$ cat src/rtl/core/disk_overlap_relaxation_sweep_defines.svh
// Assertion macros used by the RTL in dors_ctrl
`ifndef DISK_OVERLAP_RELAXATION_SWEEP_DEFINES_SVH
`define DISK_OVERLAP_RELAXATION_SWEEP_DEFINES_SVH
// implication checked on every clock edge outside reset
`define DORS_ASSERT_IMP(label, clk, rst_n, pre, post) \
    label: assert property (@(posedge clk) disable iff (!rst_n) (pre) |-> (post)) \
        else $error("assertion failed");
// next-cycle implication
`define DORS_ASSERT_NXT(label, clk, rst_n, pre, post) \
    label: assert property (@(posedge clk) disable iff (!rst_n) (pre) |=> (post)) \
        else $error("assertion failed");
`endif

$ cat src/rtl/core/dors_pkg.sv
// ----------------------------------------------------------------------------
// dors_pkg
// Shared types and codes for the disk overlap relaxation sweep.
// ----------------------------------------------------------------------------
`default_nettype none
package dors_pkg;
    localparam logic [1:0] CMD_CLEAR  = 2'd0;
    localparam logic [1:0] CMD_APPEND = 2'd1;
    localparam logic [1:0] CMD_SWEEP  = 2'd2;
    localparam logic [1:0] CMD_READ   = 2'd3;

    localparam logic [1:0] ST_OK    = 2'd0;
    localparam logic [1:0] ST_FULL  = 2'd1;
    localparam logic [1:0] ST_RANGE = 2'd2;

    localparam logic [1:0] CFG_SQUARE = 2'd0;
    localparam logic [1:0] CFG_DAMP   = 2'd1;
    localparam logic [1:0] CFG_MODE   = 2'd2;

    typedef enum logic [3:0] {
        OP_NONE,
        OP_CLEAR,
        OP_APPEND,
        OP_RD_ISSUE,
        OP_RD_LATCH,
        OP_I_ISSUE,
        OP_I_LATCH,
        OP_I_DAMP,
        OP_I_WALL,
        OP_J_ISSUE,
        OP_J_MUL,
        OP_J_CMP,
        OP_J_WRITE,
        OP_I_MOVE,
        OP_FINISH
    } t_op;

    typedef struct packed {
        t_op op;
    } t_cmd;

    typedef struct packed {
        logic full;
        logic rd_bad;
        logic n_zero;
        logic i_last;
        logic j_last;
        logic j_self;
        logic hit;
    } t_stat;
endpackage
`default_nettype wire

$ cat src/rtl/core/dors_ctrl.sv
// ----------------------------------------------------------------------------
// dors_ctrl
// Command sequencer: decodes a transaction and steps the datapath.
// ----------------------------------------------------------------------------
`default_nettype none
`include "disk_overlap_relaxation_sweep_defines.svh"
module dors_ctrl (
    input  wire logic          i_clk,
    input  wire logic          i_rst_n,
    input  wire logic          i_in_valid,
    output logic               o_in_stall,
    input  wire logic [1:0]    i_command,
    output logic               o_out_valid,
    input  wire logic          i_out_stall,
    output dors_pkg::t_cmd     o_cmd,
    input  wire dors_pkg::t_stat i_stat
);
    typedef enum logic [3:0] {
        S_IDLE, S_RD0, S_RD1, S_I0, S_I1, S_I2, S_I3,
        S_J0, S_J1, S_J2, S_J3, S_MOVE, S_FIN, S_OUT
    } t_state;

    t_state r_state;
    logic   r_out_valid;
    logic   w_acc;

    assign o_in_stall  = (r_state != S_IDLE) || (r_out_valid && i_out_stall);
    assign o_out_valid = r_out_valid;
    assign w_acc       = i_in_valid && !o_in_stall;

    always_comb begin
        o_cmd.op = dors_pkg::OP_NONE;
        unique case (r_state)
            S_IDLE: begin
                if (w_acc) begin
                    unique case (i_command)
                        dors_pkg::CMD_CLEAR:  o_cmd.op = dors_pkg::OP_CLEAR;
                        dors_pkg::CMD_APPEND: o_cmd.op = dors_pkg::OP_APPEND;
                        dors_pkg::CMD_SWEEP:  o_cmd.op = dors_pkg::OP_FINISH;
                        dors_pkg::CMD_READ:   o_cmd.op = dors_pkg::OP_RD_ISSUE;
                        default:              o_cmd.op = dors_pkg::OP_NONE;
                    endcase
                end
            end
            S_RD0:  o_cmd.op = dors_pkg::OP_RD_LATCH;
            S_RD1:  o_cmd.op = dors_pkg::OP_NONE;
            S_I0:   o_cmd.op = dors_pkg::OP_I_ISSUE;
            S_I1:   o_cmd.op = dors_pkg::OP_I_LATCH;
            S_I2:   o_cmd.op = dors_pkg::OP_I_DAMP;
            S_I3:   o_cmd.op = dors_pkg::OP_I_WALL;
            S_J0:   o_cmd.op = dors_pkg::OP_J_ISSUE;
            S_J1:   o_cmd.op = dors_pkg::OP_J_MUL;
            S_J2:   o_cmd.op = dors_pkg::OP_J_CMP;
            S_J3:   o_cmd.op = dors_pkg::OP_J_WRITE;
            S_MOVE: o_cmd.op = dors_pkg::OP_I_MOVE;
            S_FIN:  o_cmd.op = dors_pkg::OP_NONE;
            S_OUT:  o_cmd.op = dors_pkg::OP_NONE;
            default: o_cmd.op = dors_pkg::OP_NONE;
        endcase
    end

    always_ff @(posedge i_clk) begin
        if (!i_rst_n) begin
            r_state     <= S_IDLE;
            r_out_valid <= 1'b0;
        end else begin
            if (r_out_valid && !i_out_stall) r_out_valid <= 1'b0;
            unique case (r_state)
                S_IDLE: begin
                    if (w_acc) begin
                        priority case (i_command)
                            dors_pkg::CMD_READ:  r_state <= S_RD0;
                            dors_pkg::CMD_SWEEP: r_state <= i_stat.n_zero ? S_OUT : S_I0;
                            default:             r_state <= S_OUT;
                        endcase
                    end
                end
                S_RD0:  r_state <= S_RD1;
                S_RD1:  r_state <= S_OUT;
                S_I0:   r_state <= S_I1;
                S_I1:   r_state <= S_I2;
                S_I2:   r_state <= S_I3;
                S_I3:   r_state <= S_J0;
                S_J0:   r_state <= i_stat.j_self ? (i_stat.j_last ? S_MOVE : S_J0) : S_J1;
                S_J1:   r_state <= S_J2;
                S_J2:   r_state <= i_stat.hit ? S_J3 : (i_stat.j_last ? S_MOVE : S_J0);
                S_J3:   r_state <= i_stat.j_last ? S_MOVE : S_J0;
                S_MOVE: r_state <= i_stat.i_last ? S_FIN : S_I0;
                S_FIN:  r_state <= S_OUT;
                S_OUT: begin
                    r_state     <= S_IDLE;
                    r_out_valid <= 1'b1;
                end
                default: r_state <= S_IDLE;
            endcase
        end
    end

    `DORS_ASSERT_IMP(a_no_accept_busy, i_clk, i_rst_n, r_state != S_IDLE, !w_acc)
    `DORS_ASSERT_NXT(a_out_after, i_clk, i_rst_n, r_state == S_OUT, r_out_valid)
    `DORS_ASSERT_NXT(a_hold_out, i_clk, i_rst_n, r_out_valid && i_out_stall, r_out_valid)
endmodule
`default_nettype wire

$ cat config.mk
export PLATFORM = sky130hd
export DESIGN_NAME = dors_ctrl
export DESIGN_NICKNAME = d
export VERILOG_FILES = /design/src/rtl/core/dors_pkg.sv /design/src/rtl/core/dors_ctrl.sv
export VERILOG_INCLUDE_DIRS = /design/src /design/src/rtl/core
export SDC_FILE = /design/constraint.sdc
export NUM_CORES = 1
export LEC_CHECK = 0
export ABC_CLOCK_PERIOD_IN_PS = 3270
export BUFFER_PORTS_ARGS = -buffer_cell sky130_fd_sc_hd__buf_2
export CORE_AREA = 2 2 39 41
export CTS_CLUSTER_DIAMETER = 40
export CTS_CLUSTER_SIZE = 30
export DETAILED_ROUTE_END_ITERATION = 7
export DIE_AREA = 0 0 41 43
export PLACE_DENSITY = 0.83
export SYNTH_ARGS = -nofsm -noshare
export SYNTH_HDL_FRONTEND = slang
export SYNTH_SLANG_ARGS = --single-unit
$ cat constraint.sdc
create_clock -name i_clk -period 3.27 [get_ports i_clk]
set_clock_uncertainty 0.05 [all_clocks]
set_input_delay 0.1635 -clock i_clk [delete_from_list [all_inputs] [get_ports i_clk]]
set_output_delay 0.1635 -clock i_clk [all_outputs]
set_load 0.1 [all_outputs]
==> results_dict.tcl <==
set metrics [dict create \
    nFillCells 140 \
    synth.distinct_cells 37 \
    rsz0062_at_grt "false" \
    end_kind "output port" \
    antenna_found_initial 0 \
    hold_buffers 0 \
    cts_setup_buffers 0 \
    syn_nets 96 \
    hold_viol 0 \
    ys_warn_count 0 \
    drt_iter0_markers 28 \
    crit_slowest_cell "dfxtp_1" \
    synthTopCellsByArea "dfxtp_1 (17%), ha_1 (6.3%), a21oi_1 (5.9%)" \
    areaGrowthSynthToFinish_pct 13.42 \
    avgRoutedWirePerCell_microns 12.00 \
    drive_gt1_frac 0.2826 \
    maxSlewHeadroom 0.5755 \
    die_area_sq_um 1763 \
    dieWidth_microns 41 \
    grt_pass1_vias 493 \
    max_freq_mhz 481.4 \
    core_sq_um 1384 \
    cts_tree "built" \
    grt_pass1_wl_microns 2056 \
    clockBufferDepth 2 \
    io_buffers 16 \
    synth_cells 80 \
    die_h_microns 43 \
    ys_ff_latch 5 \
    cts.sinks 5 \
    routed_via_density 5.722 \
    grt_max_degree 20 \
    dr.pass1.iters 3 \
    nets 109 \
    cp.required_ns 3.06 \
    route.detailed.drc 0 \
    status "finished clean" \
    finalSetupViolCount 0 \
    antenna_cells 0 \
    cts_max_level 1 \
    cts_root_buf "clkbuf_4" \
    seq_area_frac_synth 0.1677 \
    slew_viol_final 0 \
    start_util 0.4313 \
    worst_ep_arrival_time_ns 1.86 \
    min_period_over_period 0.6352 \
    syn-cell-area_sq_um 596.8 \
    avgSynthCellArea_sq_um 7.460 \
    path_max_fanout 16 \
    finalSetupTns_ns 0 \
    cp_slowest_stage_delay_ns 0.64 \
    gp_congestion 0.7601 \
    num_vias 618 \
    tightestPinTransition_ns 0.6359 \
    wirelength_microns 1296 \
    clk_pin_slew_ns 0.04 \
    overflow 0 \
    clk_latency_ns 0.24 \
    fin_crit_ns 2.077 \
    grt.total_usage 0.1709 \
    criticalPathCategory "reg2out" \
    row_count 14 \
    antenna_left 0 \
    yosysTopAreaCell "dfxtp_1" \
    cts_resized 0 \
    final_cell_mix "buf_2 (16), nor2_1 (9), nand2_1 (7), a21oi_1 (7), dfxtp_1 (5)" \
    numCtsBuffers 3 \
    io_pins 19 \
    crit_path_start_kind "flip-flop" \
    synth_top_area_frac 0.1677 \
    cp_cell_sequence "inv_1 -> o32ai_1 -> buf_2" \
    dp_hpwl_microns 930.2 \
    hold_class "in2reg" \
    max-cap-violations 0 \
    layout_commonest_cell "buf_2" \
]
==> synth_stat cells, drive strengths merged <==
cell type and instances:
nand2 7, a21oi 7, o311a 1, a32o 1
nor2 11, o22ai 2, or3b 1, nor2b 2
a311oi 1, nand2b 4, a31oi 1, buf 8
nand4b 1, a221oi 1, o2111ai 1, o221ai 1
a21boi 1, o21ai 4, ha 3, dfxtp 5
xnor2 1, a32oi 2, a21o 1, a211oi 1
a22oi 1, o21bai 1, nand3 1, mux2 1
inv 4, o32ai 2, and2 2
==> sequential cells by signal (all words and copies together), names as in the netlist <==
name,cells
r_state,4
o_out_valid,1
==> routing by layer <==
| metal | vias up | global-route usage | wire (microns) |
|---|---|---|---|
| met5 | - | 0 | 0 |
| met4 | 0 | 0.04000 | 11 |
| met3 | 2 | 0.06283 | 43 |
| met2 | 12 | 0.2375 | 670 |
| met1 | 291 | 0.2452 | 570 |
| li1 | 313 | - | - |
==> layout make-up <==
| cell class | count | area (sq um) | share of cell area |
|---|---|---|---|
| multi-input cells | 63 | 435.4 | 0.6433 |
| flip-flops and latches | 5 | 100.1 | 0.1479 |
| repair buffers | 16 | 80.08 | 0.1183 |
| clock buffers | 4 | 26.28 | 0.03882 |
| well taps | 16 | 20.02 | 0.02957 |
| inverters | 4 | 15.01 | 0.02218 |
==> cells by family after synthesis <==
kind of cell / Yosys count / share of synthesized area
buffers and inverters: 12 / 0.1111
multiplexers: 1 / 0.01887
adder cells (fa/ha/maj): 3 / 0.06290
AND/OR/NAND/NOR: 29 / 0.2558
XOR/XNOR: 1 / 0.01468
flip-flops: 5 / 0.1677
AO/OA/AOI/OAI: 29 / 0.3690
==> critical path: cells and delay by family (launching register included) <==
family / cells / cell delay (ns)
flops: 1 / 0.64
buf+inv: 2 / 0.68
compound gates: 1 / 0.29
==> final timing paths <==
check                   start          end  slack, ns  cells after the start
setup / recovery   r_state[0]     o_cmd[0]       1.19                      3
setup reg to reg   r_state[0]   r_state[2]       1.62                      4
hold reg to reg   o_out_valid  o_out_valid       0.57                      3
hold / removal        i_rst_n  o_out_valid       0.10                      2
==> metrics by stage <==
| stage | hold WS [ns] | setup WS (ns) | instance area, sq um | instances | util |
|---|---|---|---|---|---|
| after floorplan | 0.2352 | 0.1009 | 601.8 | 80 | - |
| after global placement | 0.3410 | 1.467 | 650.6 | 104 | 0.4702 |
| after detailed placement | 0.3539 | 1.473 | 650.6 | 104 | 0.4702 |
| after CTS | 0.1003 | 1.177 | 676.9 | 108 | 0.4892 |
| after global routing | 0.09756 | 1.105 | 676.9 | 108 | 0.4892 |
| final | 0.1030 | 1.193 | 676.9 | 108 | 0.4892 |
Power is left out: the tool's default activity adds up to more than one toggle a clock period on the data nets, which glitch-free logic cannot reach.
